===== src/hw/rtl/hffu_pkg.sv =====
`timescale 1ns / 1ps
// ----------------------------------------------------------------------------
// hffu_pkg: shared types, constants and tables of the hex frame unpacker
// Holds the field table, the hex digit decoder and the job record that
// travels from the parser to the byte expander.
// ----------------------------------------------------------------------------
`default_nettype none

package hffu_pkg;

  // Framing characters.
  localparam logic [7:0] START_BYTE = 8'h02;
  localparam logic [7:0] END_BYTE   = 8'h03;

  // Field table layout.
  localparam logic [4:0] SEG_COUNT = 5'd24;
  localparam logic [4:0] RAW_SEG   = 5'd1;
  localparam logic [4:0] DIST_SEG  = 5'd22;

  // Distance repeat count limits.
  localparam int         MAX_POINTS = 2048;
  localparam logic [11:0] DIST_RESET = 12'd1081;

  // Register map.
  localparam logic REG_DIST_COUNT = 1'b0;

  // Job queue depth.
  localparam int JOBQ_DEPTH = 4;
  localparam int JOBQ_AW    = $clog2(JOBQ_DEPTH);

  // Result kinds.
  typedef enum logic [1:0] {
    KIND_DATA      = 2'd0,
    KIND_END_OK    = 2'd1,
    KIND_END_SHORT = 2'd2
  } kind_t;

  // One unit of work for the back end: a value sent as nbytes bytes.
  typedef struct packed {
    kind_t       kind;
    logic [31:0] value;
    logic [2:0]  nbytes;
  } job_t;

  // Number of hex nibbles in each field of a segment.
  function automatic logic [3:0] seg_nibbles(input logic [4:0] seg);
    logic [3:0] w;
    unique case (seg)
      5'd0, 5'd16, 5'd22, 5'd23: w = 4'd4;
      5'd2, 5'd4, 5'd6, 5'd20:   w = 4'd2;
      5'd17:                     w = 4'd8;
      default:                   w = 4'd1;
    endcase
    return w;
  endfunction

  // Fixed repeat count of a segment (the distance segment is set by register).
  function automatic logic [2:0] seg_repeats(input logic [4:0] seg);
    logic [2:0] r;
    unique case (seg)
      5'd1, 5'd10:                     r = 3'd4;
      5'd8, 5'd12, 5'd14, 5'd21:       r = 3'd5;
      5'd9, 5'd11, 5'd13, 5'd15:       r = 3'd3;
      5'd22:                           r = 3'd0;
      default:                         r = 3'd1;
    endcase
    return r;
  endfunction

  // Hex digit decode: bit 4 set when the character is a valid digit.
  function automatic logic [4:0] hex_digit(input logic [7:0] c);
    logic [4:0] d;
    if (c >= 8'h30 && c <= 8'h39) begin
      d = {1'b1, 4'(c - 8'h30)};
    end else if (c >= 8'h41 && c <= 8'h46) begin
      d = {1'b1, 4'(c - 8'h37)};
    end else if (c >= 8'h61 && c <= 8'h66) begin
      d = {1'b1, 4'(c - 8'h57)};
    end else begin
      d = 5'd0;
    end
    return d;
  endfunction

endpackage

`default_nettype wire


===== src/hw/rtl/hex_frame_field_unpacker.sv =====
`timescale 1ns / 1ps
// ----------------------------------------------------------------------------
// hex_frame_field_unpacker: ASCII hex scanner frame unpacker
// Parses framed ASCII hex fields and emits their binary bytes.
// ----------------------------------------------------------------------------
// Usage:
// Frame bytes enter on in_byte with push; a beat is taken when push is high
// and full is low. 0x02 opens a frame, 0x03 closes it with an end result.
// Results leave as a queue: while empty is low, out_byte, out_kind and
// out_last hold the oldest result, and pop takes it. out_last marks the
// final result caused by one input beat. out_kind is 0 for data bytes,
// 1 for a complete frame end and 2 for a short frame end.
// A taken beat's job goes via the job queue to the output register. Beats
// are taken one per cycle while full is low; the expander gives one result
// byte per cycle while no result waits unpopped, and a finished field of up
// to eight nibbles gives up to four bytes. A four-entry job queue sits
// between parser and expander; when it fills, full goes high. A stalled
// receiver simply holds the output register, backs up the queue and then
// raises full. Reset clears the frame state, empties the queue and output,
// and sets the distance count register (APB, byte address 0) to 1081.
// ----------------------------------------------------------------------------
`default_nettype none

module hex_frame_field_unpacker (
  input  wire logic        clk,
  input  wire logic        rst_n,
  input  wire logic        push,
  output logic             full,
  input  wire logic [7:0]  in_byte,
  input  wire logic        pop,
  output logic             empty,
  output logic [7:0]       out_byte,
  output logic [1:0]       out_kind,
  output logic             out_last,
  input  wire logic        psel,
  input  wire logic        penable,
  input  wire logic        pwrite,
  input  wire logic [2:0]  paddr,
  input  wire logic [31:0] pwdata,
  output logic [31:0]      prdata,
  output logic             pready
);
  import hffu_pkg::*;

  logic        take;
  logic [11:0] dist_count_r;
  logic        job_valid;
  job_t        job;
  job_t        head;
  logic        q_valid;
  logic        q_full;
  logic        q_pop;

  // Configuration register.
  assign pready = 1'b1;
  assign prdata = (paddr[2] == REG_DIST_COUNT) ? {20'd0, dist_count_r} : 32'd0;

  always_ff @(posedge clk) begin
    if (!rst_n) begin
      dist_count_r <= DIST_RESET;
    end else if (psel && penable && pwrite && paddr[2] == REG_DIST_COUNT) begin
      dist_count_r <= pwdata[11:0];
    end
  end

  // Input beat accepted while the job queue has room.
  assign full = q_full;
  assign take = push && !q_full;

  hffu_front u_front (
    .clk            (clk),
    .rst_n          (rst_n),
    .take           (take),
    .in_byte        (in_byte),
    .distance_count (dist_count_r),
    .job_valid      (job_valid),
    .job            (job)
  );

  hffu_jobq u_jobq (
    .clk     (clk),
    .rst_n   (rst_n),
    .wr_en   (job_valid),
    .wr_job  (job),
    .rd_en   (q_pop),
    .rd_job  (head),
    .q_valid (q_valid),
    .q_full  (q_full)
  );

  hffu_back u_back (
    .clk      (clk),
    .rst_n    (rst_n),
    .q_valid  (q_valid),
    .head     (head),
    .q_pop    (q_pop),
    .pop      (pop),
    .empty    (empty),
    .out_byte (out_byte),
    .out_kind (out_kind),
    .out_last (out_last)
  );

  // An end result is always the only result of its beat.
  assert property (@(posedge clk) disable iff (!rst_n)
    (!empty && out_kind != KIND_DATA) |-> out_last)
    else $error("end result without last flag");

  // An end result carries a zero byte.
  assert property (@(posedge clk) disable iff (!rst_n)
    (!empty && out_kind != KIND_DATA) |-> (out_byte == 8'd0))
    else $error("end result with nonzero byte");

  // The queue never takes a job while full.
  assert property (@(posedge clk) disable iff (!rst_n)
    (q_full && !q_pop) |-> !job_valid)
    else $error("job queue overflow");

  // Nothing is shown right after reset.
  assert property (@(posedge clk) !rst_n |=> empty)
    else $error("result visible after reset");

endmodule

`default_nettype wire


===== src/hw/rtl/hffu_front.sv =====
`timescale 1ns / 1ps
// ----------------------------------------------------------------------------
// hffu_front: frame parser
// Tracks the frame state, walks the field table, gathers hex nibbles and
// issues one job per finished field, raw character or frame end.
// ----------------------------------------------------------------------------
`default_nettype none

module hffu_front (
  input  wire logic             clk,
  input  wire logic             rst_n,
  input  wire logic             take,
  input  wire logic [7:0]       in_byte,
  input  wire logic [11:0]      distance_count,
  output logic                  job_valid,
  output hffu_pkg::job_t        job
);
  import hffu_pkg::*;

  logic        frame_open_r, frame_open_nxt;
  logic [4:0]  seg_r, seg_nxt;
  logic [11:0] rep_r, rep_nxt;
  logic [3:0]  nib_r, nib_nxt;
  logic [31:0] acc_r, acc_nxt;
  logic        bad_r, bad_nxt;

  logic [11:0] dist_sat;
  logic [11:0] seg_reps;
  logic [11:0] rep_inc;
  logic [4:0]  seg_inc;
  logic [4:0]  seg_after;
  logic [3:0]  width;
  logic [4:0]  digit;
  logic [31:0] acc_new;
  logic        bad_new;
  logic [3:0]  nib_new;
  logic [4:0]  width_up;

  // Repeat count of the current segment and the segment that follows it.
  always_comb begin
    dist_sat  = (distance_count > 12'(MAX_POINTS)) ? 12'(MAX_POINTS) : distance_count;
    seg_reps  = (seg_r == DIST_SEG) ? dist_sat : {9'd0, seg_repeats(seg_r)};
    rep_inc   = rep_r + 12'd1;
    seg_inc   = seg_r + 5'd1;
    seg_after = (seg_inc == DIST_SEG && dist_sat == 12'd0) ? seg_inc + 5'd1 : seg_inc;
    width     = seg_nibbles(seg_r);
    width_up  = {1'b0, width} + 5'd1;
    digit     = hex_digit(in_byte);
    acc_new   = digit[4] ? {acc_r[27:0], digit[3:0]} : acc_r;
    bad_new   = bad_r | ~digit[4];
    nib_new   = nib_r + 4'd1;
  end

  // Next state and job generation for one accepted beat.
  always_comb begin
    frame_open_nxt = frame_open_r;
    seg_nxt        = seg_r;
    rep_nxt        = rep_r;
    nib_nxt        = nib_r;
    acc_nxt        = acc_r;
    bad_nxt        = bad_r;
    job_valid      = 1'b0;
    job.kind       = KIND_DATA;
    job.value      = 32'd0;
    job.nbytes     = 3'd1;
    if (take) begin
      if (in_byte == START_BYTE) begin
        frame_open_nxt = 1'b1;
        seg_nxt        = 5'd0;
        rep_nxt        = 12'd0;
        nib_nxt        = 4'd0;
        acc_nxt        = 32'd0;
        bad_nxt        = 1'b0;
      end else if (frame_open_r) begin
        if (in_byte == END_BYTE) begin
          job_valid      = 1'b1;
          job.kind       = (seg_r >= SEG_COUNT) ? KIND_END_OK : KIND_END_SHORT;
          frame_open_nxt = 1'b0;
          nib_nxt        = 4'd0;
          acc_nxt        = 32'd0;
          bad_nxt        = 1'b0;
        end else if (seg_r < SEG_COUNT) begin
          if (seg_r == RAW_SEG) begin
            job_valid = 1'b1;
            job.value = {24'd0, in_byte};
          end else if (nib_new >= width) begin
            job_valid  = 1'b1;
            job.value  = bad_new ? 32'd0 : acc_new;
            job.nbytes = width_up[3:1];
          end
          if (job_valid) begin
            // Field finished: clear the gatherer and step the table.
            nib_nxt = 4'd0;
            acc_nxt = 32'd0;
            bad_nxt = 1'b0;
            if (rep_inc >= seg_reps) begin
              seg_nxt = seg_after;
              rep_nxt = 12'd0;
            end else begin
              rep_nxt = rep_inc;
            end
          end else begin
            nib_nxt = nib_new;
            acc_nxt = acc_new;
            bad_nxt = bad_new;
          end
        end
      end
    end
  end

  // State registers.
  always_ff @(posedge clk) begin
    if (!rst_n) begin
      frame_open_r <= 1'b0;
      seg_r        <= 5'd0;
      rep_r        <= 12'd0;
      nib_r        <= 4'd0;
      acc_r        <= 32'd0;
      bad_r        <= 1'b0;
    end else begin
      frame_open_r <= frame_open_nxt;
      seg_r        <= seg_nxt;
      rep_r        <= rep_nxt;
      nib_r        <= nib_nxt;
      acc_r        <= acc_nxt;
      bad_r        <= bad_nxt;
    end
  end

endmodule

`default_nettype wire


===== src/hw/rtl/hffu_jobq.sv =====
`timescale 1ns / 1ps
// ----------------------------------------------------------------------------
// hffu_jobq: job queue
// A short first-in first-out queue of jobs between the parser and the
// byte expander, so that each side can stall on its own.
// ----------------------------------------------------------------------------
`default_nettype none

module hffu_jobq (
  input  wire logic           clk,
  input  wire logic           rst_n,
  input  wire logic           wr_en,
  input  wire hffu_pkg::job_t wr_job,
  input  wire logic           rd_en,
  output hffu_pkg::job_t      rd_job,
  output logic                q_valid,
  output logic                q_full
);
  import hffu_pkg::*;

  job_t                 slots [JOBQ_DEPTH];
  logic [JOBQ_AW-1:0]   wr_ptr_r, rd_ptr_r;
  logic [JOBQ_AW:0]     count_r;

  assign q_valid = (count_r != '0);
  assign q_full  = (count_r == (JOBQ_AW+1)'(JOBQ_DEPTH));
  assign rd_job  = slots[rd_ptr_r];

  // Entry storage.
  always_ff @(posedge clk) begin
    if (wr_en) begin
      slots[wr_ptr_r] <= wr_job;
    end
  end

  // Pointers and fill count.
  always_ff @(posedge clk) begin
    if (!rst_n) begin
      wr_ptr_r <= '0;
      rd_ptr_r <= '0;
      count_r  <= '0;
    end else begin
      if (wr_en) begin
        wr_ptr_r <= wr_ptr_r + JOBQ_AW'(1);
      end
      if (rd_en) begin
        rd_ptr_r <= rd_ptr_r + JOBQ_AW'(1);
      end
      if (wr_en && !rd_en) begin
        count_r <= count_r + (JOBQ_AW+1)'(1);
      end else if (rd_en && !wr_en) begin
        count_r <= count_r - (JOBQ_AW+1)'(1);
      end
    end
  end

endmodule

`default_nettype wire


===== src/hw/rtl/hffu_back.sv =====
`timescale 1ns / 1ps
// ----------------------------------------------------------------------------
// hffu_back: byte expander
// Splits the job at the head of the queue into little-endian bytes, one per
// cycle while no result waits unpopped, into an output register that the
// receiver pops.
`default_nettype none

module hffu_back (
  input  wire logic           clk,
  input  wire logic           rst_n,
  input  wire logic           q_valid,
  input  wire hffu_pkg::job_t head,
  output logic                q_pop,
  input  wire logic           pop,
  output logic                empty,
  output logic [7:0]          out_byte,
  output logic [1:0]          out_kind,
  output logic                out_last
);
  import hffu_pkg::*;

  logic        out_valid_r;
  logic [7:0]  byte_r;
  kind_t       kind_r;
  logic        last_r;
  logic [1:0]  idx_r;
  logic        load;
  logic        is_last;
  logic [7:0]  sel_byte;

  assign empty    = ~out_valid_r;
  assign out_byte = byte_r;
  assign out_kind = kind_r;
  assign out_last = last_r;

  // Pick the current byte of the head job.
  always_comb begin
    case (idx_r)
      2'd0:    sel_byte = head.value[7:0];
      2'd1:    sel_byte = head.value[15:8];
      2'd2:    sel_byte = head.value[23:16];
      default: sel_byte = head.value[31:24];
    endcase
    load    = q_valid && (!out_valid_r || pop);
    is_last = ({1'b0, idx_r} == head.nbytes - 3'd1);
    q_pop   = load && is_last;
  end

  // Byte index within the head job and output valid flag.
  always_ff @(posedge clk) begin
    if (!rst_n) begin
      out_valid_r <= 1'b0;
      idx_r       <= 2'd0;
    end else begin
      if (load) begin
        out_valid_r <= 1'b1;
        idx_r       <= is_last ? 2'd0 : idx_r + 2'd1;
      end else if (pop) begin
        out_valid_r <= 1'b0;
      end
    end
  end

  // Output payload register.
  always_ff @(posedge clk) begin
    if (load) begin
      byte_r <= sel_byte;
      kind_r <= head.kind;
      last_r <= is_last;
    end
  end

endmodule

`default_nettype wire

===== config.mk =====
export PLATFORM = sky130hd
export DESIGN_NAME = hex_frame_field_unpacker
export DESIGN_NICKNAME = d
export VERILOG_FILES = /design/src/hw/rtl/hffu_pkg.sv /design/src/hw/rtl/hex_frame_field_unpacker.sv /design/src/hw/rtl/hffu_front.sv /design/src/hw/rtl/hffu_jobq.sv /design/src/hw/rtl/hffu_back.sv
export SDC_FILE = /design/constraint.sdc
export NUM_CORES = 1
export LEC_CHECK = 0
export BUFFER_PORTS_ARGS = -buffer_cell sky130_fd_sc_hd__buf_2
export CAP_MARGIN = 15
export CELL_PAD_IN_SITES_DETAIL_PLACEMENT = 1
export CELL_PAD_IN_SITES_GLOBAL_PLACEMENT = 1
export CORE_MARGIN = 10
export CORE_UTILIZATION = 35
export CTS_CLUSTER_DIAMETER = 150
export CTS_CLUSTER_SIZE = 14
export DETAILED_ROUTE_END_ITERATION = 8
export PLACE_DENSITY = 0.62
export SLEW_MARGIN = 30
export SYNTH_ARGS = -nofsm -noshare
export SYNTH_HDL_FRONTEND = slang
export SYNTH_SLANG_ARGS = --single-unit

===== constraint.sdc =====
create_clock -name clk -period 4.2 [get_ports clk]
set_input_delay 1.26 -clock clk [delete_from_list [all_inputs] [get_ports clk]]
set_output_delay 1.26 -clock clk [all_outputs]
set_load 0.01 [all_outputs]

Word-level counts from Yosys, hierarchy flattened
Memory sizes are Yosys's and may differ from the RTL's. A register that Yosys moved wholly into a read port is not among the register bits.
Cells that the tools add are included.
{ "word_totals": {"regBits": 88, "latch_bits": 0, "ramBits": 148, "mem_bits_ro": 224, "in_bits": 50, "output_inout_bits": 46, "wordCells": 162, "memories": 3} }
{ "memory_table": {"columns": ["name", "words", "width", "read_ports", "rd_ports_with_merged_regs", "write_ports", "line", "source"], "rows": [
  ["u_jobq.slots", 4, 37, 1, 1, 1, "hffu_jobq.sv:21", "job_t slots [JOBQ_DEPTH];"],
  ["(name not given)", 32, 4, 1, 1, 0, "hffu_pkg.sv:48", "unique case (seg)"],
  ["(name not given)", 32, 3, 1, 1, 0, "hffu_pkg.sv:60", "unique case (seg)"]
]} }
{ "classes": {"add_sub_neg": 14, "n_mul": 0, "div": 0, "magnitude_cmp": 11, "eq_ne": 10, "shifts": 0, "mux": 75, "bitwise": 4, "reduce_logical": 30} }
{ "ops": {"columns": ["cell", "count"], "rows": [
  ["$mux W32", 8],
  ["$mux W37", 3],
  ["$mux W12", 9],
  ["$mux W35", 3],
  ["$mux W5", 14],
  ["$mux W1", 24],
  ["$pmux W8 S3", 1],
  ["$mux W4", 5],
  ["$eq A8 B2 Y1 const B", 2],
  ["$ge A8 B7 Y1 const B", 2],
  ["$le A8 B7 Y1 const B", 2],
  ["$add A12 B1 Y12 const B", 1],
  ["$ge A12 B12 Y1", 1],
  ["$gt A12 B12 Y1 const B", 1],
  ["$logic_and A1 B1 Y1", 12],
  ["$logic_not A12 Y1", 1],
  ["$reduce_bool A2 Y1", 6],
  ["$add A5 B1 Y5 const B", 2],
  ["$eq A5 B5 Y1 const B", 2],
  ["$mux W2", 5],
  ["$mux W3", 3],
  ["$add A4 B1 Y4 const B", 2],
  ["$ge A8 B6 Y1 const B", 1],
  ["$le A8 B6 Y1 const B", 1],
  ["other kinds (23)", 33]
]} }

Depth between registers and ports, before layout
Gate-level depths: netlist of the first run.
{ "depth": {"word_depth": 18, "mapped_depth": 16, "mapped_depth_nobuf": 15} }

By module
A second synthesis of the first run with hierarchy kept.
{ "hier_totals": {"hier_cells": 844, "area_unflattened_um2": 11091.9} }
{ "modules_own_cells": {"columns": ["module", "n_inst", "cells_per_inst", "area_per_inst_um2", "seq_area_each_um2"], "rows": [
  ["hffu_jobq", 1, 236, 5841.9, 4624.4],
  ["hffu_front", 1, 451, 3688.5, 1161.1],
  ["hffu_back", 1, 67, 782.0, 390.4],
  ["hex_frame_field_unpacker", 1, 90, 779.5, 240.2]
]} }

Worst setup path before layout of the first run
No wires, ideal clock.
{ "synth_timing": {"path_type": "reg-to-reg", "startpoint": "register with a tool-made name", "endpoint": "register u_jobq.count_r[2]", "setup_ps": 70, "arrival_time_ps": 3782, "t_required_ps": 4130, "slack_ps": 348, "stages_incl_launch_ff": 16, "path_buffers": 3, "path_cell_list": "dfxtp_1 > buf_2 > buf_1 > buf_2 > mux4_2 > inv_1 > ha_1 > xnor2_1 > nor3_1 > nand2_1 > ha_1 > inv_1 > fa_1 > xor2_1 > or3_1 > a21oi_1"} }
{ "synth_rtl": {"columns": ["element", "line", "source"], "rows": [
  ["end signal, assigned", "hffu_jobq.sv:50", "count_r <= count_r + (JOBQ_AW+1)'(1);"],
  ["end signal, assigned", "hffu_jobq.sv:52", "count_r <= count_r - (JOBQ_AW+1)'(1);"],
  ["end, declared", "hffu_jobq.sv:23", "logic [JOBQ_AW:0] count_r;"]
]} }

Worst setup path in the final report of the first run
{ "layout_timing": {"startpoint": "register u_front.rep_r[0]", "endpoint": "register u_front.width[2] (netlist name)"} }
{ "layout_via": {"elab_chain_len": 6} }
{ "layout_rtl": {"columns": ["element", "line", "source"], "rows": [
  ["start, declared", "hffu_front.sv:22", "logic [11:0] rep_r, rep_nxt;"],
  ["start signal, assigned", "hffu_front.sv:124", "rep_r <= rep_nxt;"],
  ["$add A12 B1 Y12", "hffu_front.sv:43", "rep_inc = rep_r + 12'd1;"],
  ["$ge A12 B12 Y1", "hffu_front.sv:96", "if (rep_inc >= seg_reps) begin"],
  ["$reduce_bool A2 Y1 (no line)", null, null],
  ["$reduce_and A6 Y1 (no line)", null, null],
  ["$mux W5 (no line) (2 in series)", null, null]
]} }
Every way passes these cells.
A chain may end at the register's enable or synchronous reset.

==> impl_metrics.tcl, run 1 <==
set metrics [dict create \
    fmax_mhz 255 \
    min_period_ns 3.92 \
    routedWlPerCell_um 18.8 \
    rows 64 \
    pin_count 96 \
    ant_nets 0 \
    slew_headroom_pct 48.0 \
    seq_area_frac_synth_pct 59.6 \
    fin_area_um2 12200 \
    power_mw 4.37 \
    path_class "flip-flop to flip-flop" \
    hpwlAfterDp_um 16800 \
    p_leak_nw 4.02 \
    grt_max_degree 57 \
    power_density_nw_per_um2 358 \
    synth_edf_count 159 \
    dr_total_vias 6734 \
    drv_slew 0 \
    via_per_inst 5.13 \
    hold_depth 2 \
    synth_top_family_by_area "simple AND/OR/NAND/NOR gates" \
    routed_wl_um 24700 \
    grt_pass1_wl_um 39800 \
    cts_root_buf "clkbuf_16" \
    synth.cell_area_um2 10800 \
    die_h_um 195 \
    cts_buffers 21 \
    cp.arrival_ns 4.31 \
    antenna_found_initial 2 \
    worstPathRequired_ns 4.59 \
    crit_slowest_cell "o311a_4" \
    r2r_start "u_front.rep_r[0]$_SDFFE_PN0P_" \
    synth_cell_types 65 \
    area_delta_synth_final_pct 13.2 \
    synth-compound-area-share_pct 7.80 \
    status "finished clean" \
    initial_core_util_pct 35.3 \
    rrSetupSlack_ns 0.28 \
    ir_drop_uv 274 \
    synthAdderAreaFrac_pct 4.48 \
    hold_end "u_back.out_valid_r$_SDFFE_PN0P_" \
    fill_cells 3218 \
    first_global_vias 7043 \
    finalSetupViolations 0 \
    postPlaceCellArea_um2 11600 \
    ys.flop_type "edfxtp_1" \
    grt_setup_unrepaired "no" \
    drt-initial-drc-count 382 \
    final_cell_count_no_fill 1313 \
    ys_top_cells_by_area "edfxtp_1, dfxtp_1, mux4_2" \
    die_area_um2 38200 \
    dr.pass1.iters 5 \
    setup_tns_ns 0 \
    grt_overflow 0 \
    core_um2 30500 \
    multi_input_area_um2 4050 \
    avgSynthCellArea_um2 12.9 \
    post-cts-setup-buffer-count 0 \
    max_stage_delay_ns 0.39 \
    ctsLongestPathBuffers 3 \
    cts_num_sinks 241 \
    clk_pin_slew_ns 0.07 \
    gp_congestion 0.770 \
    die_w_um 195 \
    muxShareOfSynthArea_pct 8.57 \
    clk-insertion-delay-late_ns 0.50 \
    start_kind "flip-flop" \
    cts_tree "yes" \
    dpl_worst_slack_ns 0.182 \
    drive_gt1_share_pct 18.2 \
    r2r-end "u_front.width[2]$_DFF_P_" \
    layout.area.seq_um2 6420 \
    htreeDepth 1 \
    rr_worst_depth 15 \
    synth_cells 837 \
    synthArstFlopShare_pct 0 \
    critPathCaptureType "flip-flop" \
    yosys.area.top_type "edfxtp_1" \
    diodes 0 \
    worstHoldStart "u_back.out_valid_r$_SDFFE_PN0P_" \
    port-buffer-count 52 \
    synth-seq-cells 241 \
    synth-xor-area-share_pct 3.09 \
    grt.total_usage_pct 12.7 \
    cts_resized 0 \
    fin_skew_ns 0.0183 \
    critPathMaxFanout 8 \
    dp.cells 1276 \
    hold_path_class "flip-flop to flip-flop" \
    synth_top_area_share_pct 44.3 \
    synth_warnings 0 \
    synth-simple-area-share_pct 12.7 \
    crit_chain "nand3_1 -> or2_2 -> nor2_2 -> nand3_1 -> or2_2 -> xnor2_1 -> ha_1 -> and4_1 -> o2111ai_1 -> o311ai_2 -> o311a_4 -> and3_1 -> or3_1 -> nor4bb_1 -> a311o_1" \
    maxCapViolations 0 \
    hold_buffers 0 \
    fin_crit_sh_pct 93.4 \
    nNetsFinal 991 \
    tightest_slew_ns 0.774 \
    drcViolationCount 0 \
    fin_ws_ns 0.278 \
    hold_violations 0 \
]
==> worst max-delay path, delay by kind of cell, from the launching register on <==
family                     cells  cell delay [ns]
and+or+nand+nor                9             1.98
AOI/OAI and AO/OA              4             0.99
DFF                            1             0.37
adders and majority gates      1             0.33
xor gates and xnor gates       1             0.14
==> metal layers <==
layer  GRT usage, %  share of wire (%)
met3           2.42                4.6
met4           2.46                1.2
met1           16.8                 46
met2           21.3                 48
met5              0               0.14
==> per-stage QoR <==
stage                     util, %  hold WS, ns
final                        40.0        0.481
after global routing         40.0        0.513
after global placement       38.0        0.471
after CTS                    39.9        0.487
after detailed placement     38.0        0.476
after floorplan                 -        0.445
==> synth_stat cells, types with 2 or more instances <==
| master | count |
|---|---|
| mux4_2 | 37 |
| or4_1 | 3 |
| xor2_1 | 13 |
| a32oi_1 | 3 |
| and3_1 | 6 |
| o211ai_1 | 2 |
| buf_2 | 8 |
| a22oi_1 | 31 |
| and4_1 | 2 |
| nor3b_1 | 2 |
| mux2i_1 | 9 |
| buf_4 | 23 |
| or3_1 | 5 |
| nand4b_1 | 3 |
| xnor2_1 | 25 |
| nand4_1 | 4 |
| and2_1 | 32 |
| dfxtp_1 | 82 |
| conb_1 | 2 |
| nand3_1 | 20 |
| a21oi_1 | 24 |
| clkbuf_1 | 22 |
| nand2b_1 | 5 |
| edfxtp_1 | 159 |
| nor3_1 | 11 |
| o22ai_1 | 2 |
| o21a_1 | 2 |
| nor2b_1 | 17 |
| a22o_1 | 7 |
| nor4_2 | 2 |
| nor4b_1 | 3 |
| inv_1 | 21 |
| nand2_1 | 70 |
| nor4_1 | 2 |
| or2_2 | 3 |
| ha_1 | 37 |
| buf_1 | 7 |
| nor2_1 | 76 |
| o21ai_0 | 21 |
| a222oi_1 | 8 |
| nor4bb_1 | 2 |
==> worst max path at each step <==
stage | start | slack [ns] | end | cells after the start
final | u_front.rep_r[0]$_SDFFE_PN0P_ | 0.28 | u_front.width[2]$_DFF_P_ | 15
after global routing | u_front.rep_r[0]$_SDFFE_PN0P_ | 0.0009 | u_front.width[2]$_DFF_P_ | 15
after CTS | u_front.rep_r[0]$_SDFFE_PN0P_ | 0.15 | u_front.width[2]$_DFF_P_ | 15
after detailed placement | u_front.rep_r[0]$_SDFFE_PN0P_ | 0.18 | u_front.width[2]$_DFF_P_ | 15
after global placement | u_front.rep_r[0]$_SDFFE_PN0P_ | 0.21 | u_front.width[2]$_DFF_P_ | 15
after floorplan | flip-flop | 0.35 | u_jobq.count_r[2]$_SDFFE_PN0P_ | 15
==> kinds of logic (layout without fill, tap and decap cells) <==
kind of cell	count (synthesis)	count (layout)
and+or+nand+nor	273	273
DFF	241	241
AOI/OAI and AO/OA	117	117
buffers and inverters	82	143
muxes	46	46
adders and majority gates	38	38
xor gates and xnor gates	38	38
other	2	21
==> flip-flops by register name, indices dropped and copies added, names as in the netlist, 2 cells and up, named ones only <==
signal           count
u_jobq.slots       148
u_front.acc_r       28
dist_count_r        12
u_front.rep_r       12
u_back.out_byte      8
u_front.seg_r        5
u_front.nib_r        4
u_front.width        4
u_jobq.count_r       3
u_back.idx_r         2
u_back.out_kind      2
u_jobq.rd_ptr_r      2
u_jobq.wr_ptr_r      2
==> report_power, final <==
part	internal, mW	switching [mW]	leakage (nW)
sequential	2.50	0.00385	1.98
combinational	0.0274	0.0603	1.75
clock	0.945	0.837	0.287
==> final cells by class <==
type	count	share of cell area [%]
Multi-Input combinational cell	533	33.2
Clock inverter	2	0.205
Inverter	22	0.677
Timing Repair Buffer	84	4.51
Sequential cell	241	52.6
Tap cell	396	4.06
Clock buffer	35	4.74
==> placed cells by master, fill, tap and decap left out, types with 5 or more instances in the layout <==
| cell | count |
|---|---|
| edfxtp_1 | 159 |
| dfxtp_1 | 80 |
| nor2_1 | 75 |
| nand2_1 | 70 |
| buf_2 | 52 |
| mux4_2 | 37 |
| ha_1 | 37 |
| a22oi_1 | 31 |
| and2_1 | 28 |
| buf_4 | 28 |
| xnor2_1 | 25 |
| a21oi_1 | 23 |
| inv_1 | 21 |
| conb_1 | 21 |
| clkbuf_16 | 21 |
| nand3_1 | 20 |
| o21ai_0 | 20 |
| nor2b_1 | 17 |
| clkbuf_1 | 14 |
| xor2_1 | 13 |
| nor3_1 | 10 |
| mux2i_1 | 9 |
| a222oi_1 | 8 |
| a22o_1 | 7 |
| and3_1 | 6 |
| nand2b_1 | 5 |
| or3_1 | 5 |
Power figures use the tool's default switching activity.
==> run 2: changes to the inputs <==
Settings changed: PLACE_DENSITY 0.62 to 0.65.
Clock period 4.2 ns to 3.3 ns, I/O delays scaled along.
==> run 2 against run 1 <==
Compared with the run above:
- the flow now finishes with violations (setup timing)
- clock-buffer cell count rose by 1
- first-iteration DRC count decreased by 3.9%
- clock skew increased by 0.0010 ns
- worst hold slack better by 0.0084 ns
- critical path depth unchanged
- register-to-register slack lost 0.50 ns
- maximum frequency up 11%
- design area rose by 7.5%
- combinational power rose by 57%
- die area is the same
- sequential cell count did not move
- largest cell class unchanged
- highest routed layer unchanged
==> impl_metrics.tcl, run 2 (synthesis results as in run 1) <==
set metrics [dict create \
    cts_buffers 21 \
    critPathTopFamily "simple AND/OR/NAND/NOR gates" \
    ant_nets 0 \
    failed_checks "setup timing" \
    grt_max_degree 57 \
    rows 64 \
    via_per_inst 5.05 \
    p_int_mw 4.44 \
    critPathMaxFanout 8 \
    postPlaceCellArea_um2 12300 \
    critPathCaptureType "flip-flop" \
    p_sw_mw 1.15 \
    crit_chain "nand3_2 -> or2_4 -> nor2_4 -> nand3_2 -> or2_4 -> xnor2_2 -> ha_1 -> and4_4 -> o2111ai_2 -> o311ai_2 -> o311a_4 -> and3_4 -> or3_4 -> nor4bb_1 -> a311o_1" \
    max_stage_delay_ns 0.38 \
    cp.arrival_ns 3.91 \
    p_leak_nw 4.48 \
    clock_power_share_pct 40.7 \
    reg.largest.list "u_jobq.slots (148), u_front.acc_r (28)" \
    final_cell_count_no_fill 1390 \
    path_buf_inv 0 \
    hpwlAfterDp_um 18100 \
    cts_num_sinks 241 \
    finalSetupViolations 8 \
    grt.total_usage_pct 13.6 \
    grt_setup_unrepaired "yes" \
    fin_area_um2 13100 \
    start_kind "flip-flop" \
    fin_skew_ns 0.0193 \
    area_delta_synth_final_pct 21.8 \
    whs_ns 0.489 \
    crit_slowest_cell "o311a_4" \
    hold_path_class "flip-flop to flip-flop" \
    fmax_mhz 284 \
    slew_headroom_pct 44.6 \
    largest_reg_flops 148 \
    fill_cells 3211 \
    grt_pass1_wl_um 42400 \
    dr.pass1.iters 4 \
    cts_tree "yes" \
    die_h_um 195 \
    min_period_ns 3.52 \
    pin_count 96 \
    path_class "flip-flop to flip-flop" \
    cts_root_buf "clkbuf_16" \
    drv_slew 0 \
    layout.area.seq_um2 6440 \
    routed_wl_um 26300 \
    die_area_um2 38200 \
    port-buffer-count 52 \
    clk-insertion-delay-late_ns 0.51 \
    power_density_nw_per_um2 426 \
    multi_input_area_um2 4290 \
    mostFrequentLayoutCell "edfxtp_1" \
    clk_pin_slew_ns 0.08 \
    routedWlPerCell_um 18.9 \
    fin_crit_sh_pct 107 \
    worstPathRequired_ns 3.69 \
    nNetsFinal 1067 \
    gp_congestion 0.794 \
    diodes 0 \
    fin_ws_ns -0.218 \
    drt-initial-drc-count 367 \
    hold_violations 0 \
    p_seq_share_pct 56.9 \
    die_w_um 195 \
    drcViolationCount 0 \
    antenna_found_initial 1 \
    status "finished, violations left" \
    tightest_slew_ns 0.825 \
    core_um2 30500 \
    drive_gt1_share_pct 28.5 \
    regMostFlops "u_jobq.slots" \
    ctsLongestPathBuffers 3 \
    grt_overflow 0 \
    first_global_vias 7607 \
    dr_total_vias 7023 \
    ir_drop_uv 388 \
    power.share.combinational_pct 2.5 \
    htreeDepth 1 \
    layout_common_cells "edfxtp_1, buf_4, nor2_1, dfxtp_1, nand2_1" \
    swShare_pct 20.7 \
    dp.cells 1348 \
    maxCapViolations 0 \
    final_util_pct 43.0 \
    initial_core_util_pct 35.3 \
]
run 2: cell count changes in the layout (fill, tap and decap cells not counted), sizes merged:
cell    change
clkinv      +1
inv         -1
clkbuf      +1
buf        +76
run 2: path summary, 6_finish.rpt:
kind / start / end / slack, ns / cells after the start
max: u_front.rep_r[1]$_SDFFE_PN0P_ / u_front.width[2]$_DFF_P_ / -0.22 / 15
min: u_back.out_valid_r$_SDFFE_PN0P_ / u_back.out_valid_r$_SDFFE_PN0P_ / 0.49 / 2
max reg2reg: u_front.rep_r[1]$_SDFFE_PN0P_ / u_front.width[2]$_DFF_P_ / -0.22 / 15
min reg2reg: u_back.out_valid_r$_SDFFE_PN0P_ / u_back.out_valid_r$_SDFFE_PN0P_ / 0.49 / 2
run 2: what timing repair did:
item	in CTS	in global routing
setup endpoints to repair	22	25
hold buffers	0	0
buffers inserted	1	3
pin swaps	5	14
gates resized for setup	8	24
gates cloned	0	0
run 2: final cells by class:
cell class	instances	share of cell area, %
sequential	241	49.1
timing repair buffer	160	9.18
clock buffer	36	4.43
tap	396	3.78
clock inverter	2	0.191
inverter	22	0.649
multi-input combinational	533	32.7
run 2: routing by layer:
| metal | track usage (%) | wire length (um) | up-vias |
|---|---|---|---|
| met5 | 0 | 13 | - |
| met1 | 16.5 | 11400 | 3540 |
| li1 | - | - | 3341 |
| met3 | 2.47 | 1180 | 30 |
| met4 | 3.05 | 310 | 2 |
| met2 | 24.2 | 13500 | 110 |
run 2: power by group through the flow:
stage,clock network [mW],logic (mW),registers [mW]
finish,2.27,0.138,3.18
CTS,2.36,0.138,3.18
detailed placement,0,0.137,3.25
global route,2.48,0.154,3.18
global placement,0,0.136,3.25
floorplan,0,0.0807,3.25
run 2: per-stage QoR:
stage,power (mW),setup TNS [ns],setup slack (ns)
after global routing,5.81,-2.73,-0.340
after CTS,5.67,-0.945,-0.208
after global placement,3.38,-1.45,-0.268
final,5.59,-1.02,-0.218
after floorplan,3.33,-0.276,-0.138
after detailed placement,3.38,-1.99,-0.293
run 2: tightest hold or removal path, stage by stage (launching register included):
cell and delay, ns:
dfxtp_1 0.33, nand2_1 0.06, a21oi_1 0.05
